`src/rtl/cfts_pkg.sv`:
```
// shared types, constants and tables for the cubemap texel source core
package cfts_pkg;

    localparam int MAX_SRC_WIDTH  = 16384;
    localparam int MAX_SRC_HEIGHT = 8192;
    localparam int MAX_FACE_SIZE  = 4096;
    localparam int CORDIC_STEPS   = 16;
    localparam int DIV_STEPS      = 16;
    localparam int CW             = 20;
    localparam int AW             = 18;
    localparam int GAIN_INV       = 39797;
    localparam int TURN_HALF      = 32768;
    localparam int TURN_QUARTER   = 16384;
    localparam int ONE_Q16        = 65536;

    // configuration register indexes
    localparam logic [2:0] REG_LAYOUT   = 3'd0;
    localparam logic [2:0] REG_WIDTH    = 3'd1;
    localparam logic [2:0] REG_HEIGHT   = 3'd2;
    localparam logic [2:0] REG_FACE     = 3'd3;
    localparam logic [2:0] REG_CHANNELS = 3'd4;

    // layout codes
    localparam logic [2:0] MODE_HCROSS = 3'd0;
    localparam logic [2:0] MODE_VCROSS = 3'd1;
    localparam logic [2:0] MODE_ROW    = 3'd2;
    localparam logic [2:0] MODE_COLUMN = 3'd3;
    localparam logic [2:0] MODE_EQUI   = 3'd4;

    // face codes
    localparam logic [2:0] FACE_PX = 3'd0;
    localparam logic [2:0] FACE_NX = 3'd1;
    localparam logic [2:0] FACE_PY = 3'd2;
    localparam logic [2:0] FACE_NY = 3'd3;
    localparam logic [2:0] FACE_PZ = 3'd4;
    localparam logic [2:0] FACE_NZ = 3'd5;

    typedef logic signed [CW-1:0] cval_t;
    typedef logic signed [AW-1:0] ang_t;

    typedef struct packed {
        logic        eq;
        logic [2:0]  face;
        logic        oor;
        logic [14:0] gx;
        logic [14:0] gy;
        cval_t       dy;
        ang_t        lon;
    } side_t;

    typedef struct packed {
        logic [2:0] col;
        logic [2:0] row;
        logic       rot;
    } cell_t;

    // fixed cell of each face per grid layout
    function automatic cell_t grid_cell(input logic [2:0] mode, input logic [2:0] face);
        cell_t c;
        c = '{col: 3'd0, row: 3'd0, rot: 1'b0};
        case (mode)
            MODE_ROW:    c.col = face;
            MODE_COLUMN: c.row = face;
            default: begin
                case (face)
                    FACE_PX: c = '{col: 3'd2, row: 3'd1, rot: 1'b0};
                    FACE_NX: c = '{col: 3'd0, row: 3'd1, rot: 1'b0};
                    FACE_PY: c = '{col: 3'd1, row: 3'd0, rot: 1'b0};
                    FACE_NY: c = '{col: 3'd1, row: 3'd2, rot: 1'b0};
                    FACE_PZ: c = '{col: 3'd1, row: 3'd1, rot: 1'b0};
                    default: begin
                        if (mode == MODE_VCROSS) begin
                            c = '{col: 3'd1, row: 3'd3, rot: 1'b1};
                        end else begin
                            c = '{col: 3'd3, row: 3'd1, rot: 1'b0};
                        end
                    end
                endcase
            end
        endcase
        return c;
    endfunction

    // atan(2^-i) in turn units, 65536 per turn
    function automatic ang_t atan_turn(input int i);
        ang_t t;
        case (i)
            0:  t = 18'sd8192;
            1:  t = 18'sd4836;
            2:  t = 18'sd2555;
            3:  t = 18'sd1297;
            4:  t = 18'sd651;
            5:  t = 18'sd326;
            6:  t = 18'sd163;
            7:  t = 18'sd81;
            8:  t = 18'sd41;
            9:  t = 18'sd20;
            10: t = 18'sd10;
            11: t = 18'sd5;
            12: t = 18'sd3;
            13: t = 18'sd1;
            14: t = 18'sd1;
            default: t = 18'sd0;
        endcase
        return t;
    endfunction

endpackage

```
`src/rtl/cfts_cordic.sv`:
```
// pipelined cordic vectoring unit: half-plane fold then one rotation per stage
module cfts_cordic (
    input  logic            aclk,
    input  logic            aresetn,
    input  logic            en,
    input  logic            in_valid,
    input  cfts_pkg::cval_t x_in,
    input  cfts_pkg::cval_t y_in,
    input  cfts_pkg::side_t in_side,
    output logic            out_valid,
    output cfts_pkg::ang_t  ang,
    output cfts_pkg::cval_t mag,
    output cfts_pkg::side_t out_side
);
    import cfts_pkg::*;

    cval_t x_reg  [0:CORDIC_STEPS];
    cval_t y_reg  [0:CORDIC_STEPS];
    ang_t  a_reg  [0:CORDIC_STEPS];
    side_t sd_reg [0:CORDIC_STEPS];
    logic  v_reg  [0:CORDIC_STEPS];

    // fold left half-plane vectors into the right one
    always_ff @(posedge aclk) begin
        if (!aresetn) begin
            v_reg[0] <= 1'b0;
        end else if (en) begin
            v_reg[0] <= in_valid;
        end
    end

    always_ff @(posedge aclk) begin
        if (en) begin
            sd_reg[0] <= in_side;
            if (x_in < 0) begin
                x_reg[0] <= -x_in;
                y_reg[0] <= -y_in;
                a_reg[0] <= (y_in >= 0) ? ang_t'(TURN_HALF) : -ang_t'(TURN_HALF);
            end else begin
                x_reg[0] <= x_in;
                y_reg[0] <= y_in;
                a_reg[0] <= '0;
            end
        end
    end

    genvar i;
    generate
        for (i = 0; i < CORDIC_STEPS; i++) begin : g_step
            cval_t xs, ys;
            assign xs = x_reg[i] >>> i;
            assign ys = y_reg[i] >>> i;

            always_ff @(posedge aclk) begin
                if (!aresetn) begin
                    v_reg[i+1] <= 1'b0;
                end else if (en) begin
                    v_reg[i+1] <= v_reg[i];
                end
            end

            always_ff @(posedge aclk) begin
                if (en) begin
                    sd_reg[i+1] <= sd_reg[i];
                    if (y_reg[i] > 0) begin
                        x_reg[i+1] <= x_reg[i] + ys;
                        y_reg[i+1] <= y_reg[i] - xs;
                        a_reg[i+1] <= a_reg[i] + atan_turn(i);
                    end else begin
                        x_reg[i+1] <= x_reg[i] - ys;
                        y_reg[i+1] <= y_reg[i] + xs;
                        a_reg[i+1] <= a_reg[i] - atan_turn(i);
                    end
                end
            end
        end
    endgenerate

    assign out_valid = v_reg[CORDIC_STEPS];
    assign ang       = a_reg[CORDIC_STEPS];
    assign mag       = x_reg[CORDIC_STEPS];
    assign out_side  = sd_reg[CORDIC_STEPS];

endmodule

```
`config.mk`:
```
export PLATFORM = sky130hd
export DESIGN_NAME = cfts_cordic
export DESIGN_NICKNAME = d
export VERILOG_FILES = /design/src/rtl/cfts_pkg.sv /design/src/rtl/cfts_cordic.sv
export SDC_FILE = /design/constraint.sdc
export NUM_CORES = 2
export LEC_CHECK = 0
export BUFFER_PORTS_ARGS = -buffer_cell sky130_fd_sc_hd__buf_2
export CORE_MARGIN = 5
export CORE_UTILIZATION = 30
export DETAILED_ROUTE_END_ITERATION = 12
export PLACE_DENSITY_LB_ADDON = 0.12
export SETUP_SLACK_MARGIN = 0.1
export SYNTH_ARGS = -nofsm -noshare
export SYNTH_HDL_FRONTEND = slang
export SYNTH_SLANG_ARGS = --single-unit
```
`constraint.sdc`:
```
create_clock -name aclk -period 5.05 [get_ports aclk]
set_clock_uncertainty 0.1 [all_clocks]
set_input_delay 0.505 -clock aclk [delete_from_list [all_inputs] [get_ports aclk]]
set_output_delay 0.505 -clock aclk [all_outputs]
set_load 0.02 [all_outputs]
```
==> reports/summary.txt <==
status - finished with violations
failing checks - setup timing
Die H - 620 um
Crit Path Max Fanout - 6
Tightest Pin Transition - 1.08 ns
Slew headroom - 0.279
Top delay family on crit path - simple AND/OR/NAND/NOR gates
sequential-to-total area share from yosys stat - 0.583
CP required - 5.56 ns
EDFF count, synth - 2164
Hold Crit Start - in_side[46]
worst setup path startpoint - y_reg[3][8]
grt met3 use - 0.0197
IO buf count - 227
WP data arrival - 5.86 ns
RR Startpoint - y_reg[3][8]
Syn Std Cell Area - 111000 um^2
Clock Tree Buf Depth - 4
max-slew violations - 0
met1 Use GR - 0.175
total vias in the final route - 70300
Clock Pin Slew Worst Setup and Hold Paths - 0.06 ns
max incr delay on CP - 0.58 ns
Sequential cell area - 65000 um^2
Finish-stage setup viols - 26
Distinct cells, synth - 85
DP Worst Slack - -0.409 ns
most common cell after layout, fill and taps aside - edfxtp_1
FP Rows - 223
CTS root buf - clkbuf_16
post-DP HPWL - 194 mm
CTS tree - built
CTS Sinks - 2165
Final Cycle Share - 1.06
TritonCTS Buffers - 269
Cells after Synth - 8830
layer with the highest usage - met2
CP startpoint kind - flip-flop
clk_lat worst skew - 0.89 ns
grt met2 use - 0.227
total track usage - 0.132
# DRC - 0
Layout fillers - 35700
CP Cell Sequence - or4_4 -> nor3_4 -> nand2b_1 -> or4_4 -> or3_4 -> or4b_4 -> and2_4 -> clkinvlp_4 -> nor2_2 -> xnor2_1 -> ha_1 -> a21o_1 -> a21oi_2 -> nor2b_2 -> o31a_1 -> o41a_1 -> a21o_1 -> a31oi_1 -> xnor2_1
Final Critical Period - 5.35 ns
final hold viol count - 0
initial antenna violation count - 8
worst hold path class - input pin to flip-flop
final WL - 262 mm
f_max - 187 MHz
DP Area - 122000 um^2
critical path's slowest cell - or4_4
initial DRC count - 3775
worst path buffer plus inverter count - 1
Vias per Instance - 4.70
total die area - 384000 um^2
total gr overflow - 0
final setup TNS - -4.29 ns
max FFs per register - 1241
first-pass GRT wire length - 406 mm
core area - 370000 um^2
share of layout cells above drive strength 1 - 0.144
Finished Cell Area - 133000 um^2
RSZ-0062 raised after global routing - yes
H-tree levels - 5
most frequent cells in the layout - edfxtp_1, ha_1, xnor2_1
Ports - 229
remaining antenna violation count - 0
multi-input logic area - 45400 um^2
Yosys warning total - 0
Setup crit end kind - flip-flop
largest net degree at the start of global routing - 188
Synth-to-Final Area Change - 19.7%
DRT Pass-1 Iters - 6
fin nets - 10800
Yosys reg bits - 2165
worst setup margin - -0.297 ns
Avg WL per Cell - 17.5 um
vias in the first global route - 70800
kind of critical path - flip-flop to flip-flop
Most used DFF post-synth - edfxtp_1
Syn Nets - 9863
Mean Syn Cell Area - 12.6 um^2
max-cap viol count - 0
starting density of the core - 0.302
Final GP Congestion - 0.858
share of synthesized flip-flops with an asynchronous set or reset - 0
die width - 620 um
==> what timing repair did <==
item	CTS	global route
setup endpoints to repair	64	146
buffers inserted	30	41
cloned	0	1
endpoints found under the hold margin	135	0
resized for setup	140	176
hold buffers	135	0
pin swaps	90	59
==> cell families (layout without fill, tap and decap cells) <==
group,count (synthesis),after routing,synth area share
compound gates,2080,2080,0.116
simple gates,2014,2014,0.0868
other cells,1,4,0.0000336
buf+inv,570,1737,0.0219
xor+xnor,1040,1040,0.0818
mux,44,44,0.00420
fa+ha+maj,916,916,0.106
flops,2165,2165,0.583
==> cell usage after synthesis (41+ instances only) <==
| cell type | instances | area share |
|---|---|---|
| ha_1 | 870 | 0.098 |
| buf_4 | 74 | 0.0050 |
| fa_1 | 46 | 0.0083 |
| a31oi_1 | 49 | 0.0027 |
| o41ai_1 | 41 | 0.0032 |
| nand3_1 | 142 | 0.0064 |
| nand2b_1 | 119 | 0.0067 |
| a211oi_1 | 45 | 0.0030 |
| inv_1 | 355 | 0.012 |
| o31ai_1 | 101 | 0.0068 |
| nor2_1 | 596 | 0.020 |
| o21bai_1 | 98 | 0.0066 |
| nand2_1 | 468 | 0.016 |
| nor3_1 | 197 | 0.0088 |
| xnor2_1 | 716 | 0.056 |
| or3_1 | 71 | 0.0040 |
| clkbuf_1 | 114 | 0.0038 |
| and3_1 | 73 | 0.0041 |
| edfxtp_1 | 2164 | 0.58 |
| o21a_1 | 91 | 0.0061 |
| nor2b_1 | 103 | 0.0058 |
| a21oi_1 | 693 | 0.031 |
| xor2_1 | 323 | 0.025 |
| o21ai_0 | 450 | 0.020 |
| a21o_1 | 265 | 0.018 |
| nor4_1 | 65 | 0.0036 |
==> layer usage <==
metal | part of all wire | routed length, um
met5 | 0 | 0
met2 | 0.48 | 126000
met4 | 0.026 | 6690
met1 | 0.46 | 120000
met3 | 0.036 | 9500
==> final timing paths <==
kind	end	slack [ns]	cells after the start
max reg2reg	x_reg[4][16]	-0.30	19
min reg2reg	sd_reg[0][630]	0.30	0
max	x_reg[4][16]	-0.30	19
min	sd_reg[0][46]	0.24	2
==> stage by stage <==
stage / instances / utilization / hold WS (ns)
floorplan: 8830 / - / 0.300
global placement: 14300 / 0.329 / 0.300
detailed placement: 14300 / 0.329 / 0.305
CTS: 14900 / 0.358 / 0.120
finish: 15000 / 0.361 / 0.243
global route: 14900 / 0.361 / 0.161
==> layout make-up <==
cell class,count,area share
well taps,4950,0.0464
multi-input cells,6095,0.340
clock inverters,132,0.0119
inverters,364,0.0103
flip-flops and latches,2165,0.487
clock buffers,330,0.0525
diodes,3,0.0000563
repair buffers,911,0.0517
Power is left out: the tool's default activity adds up to more than one toggle a clock period on the data nets, which glitch-free logic cannot reach.
