`src/rtl/cfts_pkg.sv`:
```
// shared types, constants and tables for the cubemap texel source core
package cfts_pkg;

    localparam int MAX_SRC_WIDTH  = 16384;
    localparam int MAX_SRC_HEIGHT = 8192;
    localparam int MAX_FACE_SIZE  = 4096;
    localparam int CORDIC_STEPS   = 16;
    localparam int DIV_STEPS      = 16;
    localparam int CW             = 20;
    localparam int AW             = 18;
    localparam int GAIN_INV       = 39797;
    localparam int TURN_HALF      = 32768;
    localparam int TURN_QUARTER   = 16384;
    localparam int ONE_Q16        = 65536;

    // configuration register indexes
    localparam logic [2:0] REG_LAYOUT   = 3'd0;
    localparam logic [2:0] REG_WIDTH    = 3'd1;
    localparam logic [2:0] REG_HEIGHT   = 3'd2;
    localparam logic [2:0] REG_FACE     = 3'd3;
    localparam logic [2:0] REG_CHANNELS = 3'd4;

    // layout codes
    localparam logic [2:0] MODE_HCROSS = 3'd0;
    localparam logic [2:0] MODE_VCROSS = 3'd1;
    localparam logic [2:0] MODE_ROW    = 3'd2;
    localparam logic [2:0] MODE_COLUMN = 3'd3;
    localparam logic [2:0] MODE_EQUI   = 3'd4;

    // face codes
    localparam logic [2:0] FACE_PX = 3'd0;
    localparam logic [2:0] FACE_NX = 3'd1;
    localparam logic [2:0] FACE_PY = 3'd2;
    localparam logic [2:0] FACE_NY = 3'd3;
    localparam logic [2:0] FACE_PZ = 3'd4;
    localparam logic [2:0] FACE_NZ = 3'd5;

    typedef logic signed [CW-1:0] cval_t;
    typedef logic signed [AW-1:0] ang_t;

    typedef struct packed {
        logic        eq;
        logic [2:0]  face;
        logic        oor;
        logic [14:0] gx;
        logic [14:0] gy;
        cval_t       dy;
        ang_t        lon;
    } side_t;

    typedef struct packed {
        logic [2:0] col;
        logic [2:0] row;
        logic       rot;
    } cell_t;

    // fixed cell of each face per grid layout
    function automatic cell_t grid_cell(input logic [2:0] mode, input logic [2:0] face);
        cell_t c;
        c = '{col: 3'd0, row: 3'd0, rot: 1'b0};
        case (mode)
            MODE_ROW:    c.col = face;
            MODE_COLUMN: c.row = face;
            default: begin
                case (face)
                    FACE_PX: c = '{col: 3'd2, row: 3'd1, rot: 1'b0};
                    FACE_NX: c = '{col: 3'd0, row: 3'd1, rot: 1'b0};
                    FACE_PY: c = '{col: 3'd1, row: 3'd0, rot: 1'b0};
                    FACE_NY: c = '{col: 3'd1, row: 3'd2, rot: 1'b0};
                    FACE_PZ: c = '{col: 3'd1, row: 3'd1, rot: 1'b0};
                    default: begin
                        if (mode == MODE_VCROSS) begin
                            c = '{col: 3'd1, row: 3'd3, rot: 1'b1};
                        end else begin
                            c = '{col: 3'd3, row: 3'd1, rot: 1'b0};
                        end
                    end
                endcase
            end
        endcase
        return c;
    endfunction

    // atan(2^-i) in turn units, 65536 per turn
    function automatic ang_t atan_turn(input int i);
        ang_t t;
        case (i)
            0:  t = 18'sd8192;
            1:  t = 18'sd4836;
            2:  t = 18'sd2555;
            3:  t = 18'sd1297;
            4:  t = 18'sd651;
            5:  t = 18'sd326;
            6:  t = 18'sd163;
            7:  t = 18'sd81;
            8:  t = 18'sd41;
            9:  t = 18'sd20;
            10: t = 18'sd10;
            11: t = 18'sd5;
            12: t = 18'sd3;
            13: t = 18'sd1;
            14: t = 18'sd1;
            default: t = 18'sd0;
        endcase
        return t;
    endfunction

endpackage

```
`src/rtl/cfts_div.sv`:
```
// pipelined restoring divider, two numerators over the face size, one quotient bit per stage
module cfts_div (
    input  logic            aclk,
    input  logic            aresetn,
    input  logic            en,
    input  logic            in_valid,
    input  logic [28:0]     num_a,
    input  logic [28:0]     num_b,
    input  logic            neg_a,
    input  logic            neg_b,
    input  logic [12:0]     fsz,
    input  cfts_pkg::side_t in_side,
    output logic            out_valid,
    output cfts_pkg::cval_t quo_a,
    output cfts_pkg::cval_t quo_b,
    output cfts_pkg::side_t out_side
);
    import cfts_pkg::*;

    logic [28:0]          ra_reg [0:DIV_STEPS-1];
    logic [28:0]          rb_reg [0:DIV_STEPS-1];
    logic [DIV_STEPS-1:0] qa_reg [0:DIV_STEPS-1];
    logic [DIV_STEPS-1:0] qb_reg [0:DIV_STEPS-1];
    logic                 na_reg [0:DIV_STEPS-1];
    logic                 nb_reg [0:DIV_STEPS-1];
    side_t                sd_reg [0:DIV_STEPS-1];
    logic                 v_reg  [0:DIV_STEPS-1];

    genvar k;
    generate
        for (k = 0; k < DIV_STEPS; k++) begin : g_stage
            logic [28:0]          ra_cur, rb_cur, dv;
            logic [DIV_STEPS-1:0] qa_cur, qb_cur;
            logic                 na_cur, nb_cur, v_cur, ge_a, ge_b;
            side_t                sd_cur;

            if (k == 0) begin : g_first
                assign ra_cur = num_a;
                assign rb_cur = num_b;
                assign qa_cur = '0;
                assign qb_cur = '0;
                assign na_cur = neg_a;
                assign nb_cur = neg_b;
                assign sd_cur = in_side;
                assign v_cur  = in_valid;
            end else begin : g_next
                assign ra_cur = ra_reg[k-1];
                assign rb_cur = rb_reg[k-1];
                assign qa_cur = qa_reg[k-1];
                assign qb_cur = qb_reg[k-1];
                assign na_cur = na_reg[k-1];
                assign nb_cur = nb_reg[k-1];
                assign sd_cur = sd_reg[k-1];
                assign v_cur  = v_reg[k-1];
            end

            // divisor aligned to this quotient bit
            assign dv   = 29'(fsz) << (DIV_STEPS - 1 - k);
            assign ge_a = (ra_cur >= dv);
            assign ge_b = (rb_cur >= dv);

            always_ff @(posedge aclk) begin
                if (!aresetn) begin
                    v_reg[k] <= 1'b0;
                end else if (en) begin
                    v_reg[k] <= v_cur;
                end
            end

            always_ff @(posedge aclk) begin
                if (en) begin
                    ra_reg[k] <= ge_a ? ra_cur - dv : ra_cur;
                    rb_reg[k] <= ge_b ? rb_cur - dv : rb_cur;
                    qa_reg[k] <= {qa_cur[DIV_STEPS-2:0], ge_a};
                    qb_reg[k] <= {qb_cur[DIV_STEPS-2:0], ge_b};
                    na_reg[k] <= na_cur;
                    nb_reg[k] <= nb_cur;
                    sd_reg[k] <= sd_cur;
                end
            end
        end
    endgenerate

    // signed quotients
    logic signed [CW-1:0] ua, ub;
    assign ua       = $signed({{(CW-DIV_STEPS){1'b0}}, qa_reg[DIV_STEPS-1]});
    assign ub       = $signed({{(CW-DIV_STEPS){1'b0}}, qb_reg[DIV_STEPS-1]});
    assign quo_a    = na_reg[DIV_STEPS-1] ? -ua : ua;
    assign quo_b    = nb_reg[DIV_STEPS-1] ? -ub : ub;
    assign out_side = sd_reg[DIV_STEPS-1];
    assign out_valid = v_reg[DIV_STEPS-1];

endmodule

```
`config.mk`:
```
export PLATFORM = sky130hd
export DESIGN_NAME = cfts_div
export DESIGN_NICKNAME = d
export VERILOG_FILES = /design/src/rtl/cfts_pkg.sv /design/src/rtl/cfts_div.sv
export SDC_FILE = /design/constraint.sdc
export NUM_CORES = 2
export LEC_CHECK = 0
export BUFFER_PORTS_ARGS = -buffer_cell sky130_fd_sc_hd__buf_4
export CAP_MARGIN = 20
export CORE_MARGIN = 2
export CORE_UTILIZATION = 35
export DETAILED_ROUTE_END_ITERATION = 8
export SLEW_MARGIN = 25
export SYNTH_ARGS = -nofsm -noshare
export SYNTH_HDL_FRONTEND = slang
export SYNTH_SLANG_ARGS = --single-unit
```
`constraint.sdc`:
```
create_clock -name aclk -period 11.9 [get_ports aclk]
set_clock_uncertainty 0.15 [all_clocks]
set_input_delay 1.19 -clock aclk [delete_from_list [all_inputs] [get_ports aclk]]
set_output_delay 1.19 -clock aclk [all_outputs]
set_load 0.1 [all_outputs]
```
==> metrics.md <==
| Metric | Value |
|---|---|
| Largest net degree at the start of global routing | 193 |
| # IOs | 264 |
| Max Fclk | ~0.20 GHz |
| CP Max Fanout | 4 |
| CTS max path bufs | 4 |
| Most frequent cells in the layout | edfxtp_1 (2357), nor2_1 (427), ha_1 (418) |
| DR iter-0 viols | 4187 |
| Critical path's slowest cell | or4_1 |
| Crit path DAT | 3.54 ns |
| Max-Cap Viols | 0 |
| Unrepaired setup endpoints after global routing | false |
| Setup-failing EPs final | 0 |
| Worst reg2reg path endpoint | rb_reg[10][28]$_DFFE_PP_ |
| Layout Nets | 7700 |
| DP HPWL | 119300 microns |
| GRT Util Overall | 0.1219 |
| DRT Pass-1 Iters | 7 |
| Vias | 54193 |
| Worst stage delay on the critical path | 0.61 ns |
| Worst-path cell chain | or4_1 > nor4_1 > nand3b_1 > or2_2 > o41ai_1 > xnor2_1 > buf_4 |
| Layout area overhead | 15.58% |
| Critical Path End Type | primary output |
| Commonest non-fill, non-tap cell in the layout | edfxtp_1 |
| Worst Hold End | sd_reg[0][414]$_DFFE_PP_ |
| # hold bufs at CTS | 0 |
| Clk sinks | between 2000 and 2500 |
| Sequential cell area fraction in the yosys report | 0.7095 |
| Synth warn | 0 |
| Residual DRC | 0 |
| Global placement routability congestion | 0.9230 |
| CTS clk-pin slew, worst paths | ~0.060 ns |
| Syn Inst Count | 6624 |
| Number of routed nets with antenna violations | 0 |
| Leakage | ~41 nW |
| Hold crit path type | reg -> reg |
| Peak VDD IR | 0.1153 mV |
| Post-Syn Nets | 7222 |
| Max reg flops | 1168 |
| Pwr/cell area | 214.1 nW/um^2 |
| Drt total wl | 182000 microns |
| Worst Max-Slew Pin Slew | roughly 1.1 ns |
| GRT Residual Overflow | 0 |
| Mapped Area | 99790 sq um |
| CTS H-tree depth | 5 |
| Max-slew violations | 0 |
| Initial antenna violation count | 3 |
| Flops & latches, synth | 2358 |
| Final Hold Fails | 0 |
| Setup Buffers After CTS | 0 |
| Die height | ~540 microns |
| Worst-Skew Late Latency | roughly 0.87 ns |
| Reg2reg path depth | 13 |
| Row count | 196 |
| Vias in the first global route | about 54000 |
| Core area | 284500 sq um |
| DR vias/cell | 4.898 |
| CTS tree | done |
| Post-Syn Area per Cell | 15.06 sq um |
| Period utilization | 0.4101 |
| Netlist cell types | 90 |
| Worst reg-to-reg setup slack | 7.79 ns |
| Ys flop type | edfxtp_1 |
| Area of the die | between 200000 and 300000 sq um |
| # resized after CTS | 0 |
| Post-synth EDFFs | around 2400 |
| Status | complete, no violations |
| Hold Crit Start | sd_reg[0][341]$_DFFE_PP_ |
| Root Buffer | clkbuf_16 |
| Cts bufs inserted | 268 |
| WS Path Type | reg -> out |
| Setup TNS | 0 ns |
| Share of layout cells above drive strength 1 | 0.1213 |
| Worst r2r src | rb_reg[9][5]$_DFFE_PP_ |
| CP Launch Type | flop |
| WP buf/inv | 1 |
| Per-cell routed wire length | between 15 and 20 microns |
| Period minus WS final | about 4.9 ns |
| Die X-Extent | approximately 540 microns |
| Total power draw | 0.02470 W |
| Slew headroom | 0.2892 |
| Initial core utilization | 0.3508 |
| PortBufs | around 260 |
| Global-route wire length before repair | about 290000 microns |
| Delay-heaviest family, CP | simple AND/OR/NAND/NOR gates |
| FFs w/ async S/R, synth | 0 |
| CP required | 10.56 ns |
| Worst hold path cell count | 0 |
-- layout make-up --
cell class	instances	area [sq um]
Antenna cell	1	2.502
Clock buffer	316	6972
Clock inverter	154	1673
Fill cell	25598	169100
Inverter	173	649.4
Multi-Input combinational cell	3986	27960
Sequential cell	2358	70800
Tap cell	3762	4707
Timing Repair Buffer	315	2569
-- worst max path at each step --
stage	startpoint	to	slack (ns)	cells past startpoint
2_1_floorplan	fsz[1]	ra_reg[1][22]$_DFFE_PP_	6.98	11
3_3_place_gp	fsz[4]	rb_reg[10][28]$_DFFE_PP_	6.54	12
3_5_place_dp	fsz[2]	rb_reg[8][11]$_DFFE_PP_	6.42	11
4_1_cts	qa_reg[1][117]$_DFFE_PP_	quo_a[14]	6.89	7
5_1_grt	qa_reg[1][117]$_DFFE_PP_	quo_a[14]	6.70	7
6_report	qa_reg[1][117]$_DFFE_PP_	quo_a[14]	7.02	7
-- synth_stat cells, types with 41 or more instances --
library cell | n | area share
nor2b_1 | 75 | 0.0047
nor3_1 | 172 | 0.0086
edfxtp_1 | 2357 | 0.71
xor2_1 | 254 | 0.022
mux2_2 | 95 | 0.011
nand4_1 | 60 | 0.0038
clkbuf_1 | 78 | 0.0029
o31ai_1 | 41 | 0.0031
a211oi_1 | 41 | 0.0031
a21o_1 | 119 | 0.0090
nor4_1 | 109 | 0.0068
ha_1 | 418 | 0.052
nand3_1 | 95 | 0.0048
nand2_1 | 353 | 0.013
and3_1 | 43 | 0.0027
a21oi_1 | 406 | 0.020
nand2b_1 | 75 | 0.0047
inv_1 | 171 | 0.0064
o21ai_0 | 305 | 0.015
o21a_1 | 64 | 0.0048
or3_1 | 71 | 0.0045
nor2_1 | 427 | 0.016
xnor2_1 | 266 | 0.023
-- routing by layer --
layer / GRT usage / vias to the layer above / wire length, microns
met4: 0.04836 / 0 / 6583
met5: 0 / - / 0
met2: 0.1965 / 1257 / 83680
met1: 0.1624 / 25993 / 83050
li1: - / 26525 / -
met3: 0.02327 / 418 / 8714
-- cells by family (layout without fill, tap and decap cells) --
logic type | after synthesis | after routing | share of synthesized area
compound gates | 1218 | 1218 | 0.07623
xor+xnor | 520 | 520 | 0.04564
fa+ha+maj | 448 | 448 | 0.05843
buf+inv | 280 | 958 | 0.01107
flops | 2358 | 2358 | 0.7095
mux | 111 | 111 | 0.01243
other cells | 0 | 1 | 0
simple gates | 1689 | 1689 | 0.08672
-- report_power, final --
group          internal, W  switching (W)
Sequential          0.0107       0.000668
Clock              0.00474        0.00330
Combinational      0.00228        0.00300
Total               0.0177        0.00697
-- stage by stage --
stage | setup WS, ns | area, sq um | hold WS [ns] | cells | utilization
after floorplan | 6.976 | 99790 | 0.2503 | 6624 | -
after global placement | 6.542 | 106600 | 0.2502 | 10590 | 0.3746
after detailed placement | 6.418 | 106600 | 0.2545 | 10590 | 0.3746
after CTS | 6.893 | 115200 | 0.2271 | 11060 | 0.4050
after global routing | 6.703 | 115300 | 0.2470 | 11065 | 0.4054
final | 7.019 | 115300 | 0.2472 | 11065 | 0.4054
Power figures use the tool's default switching activity.
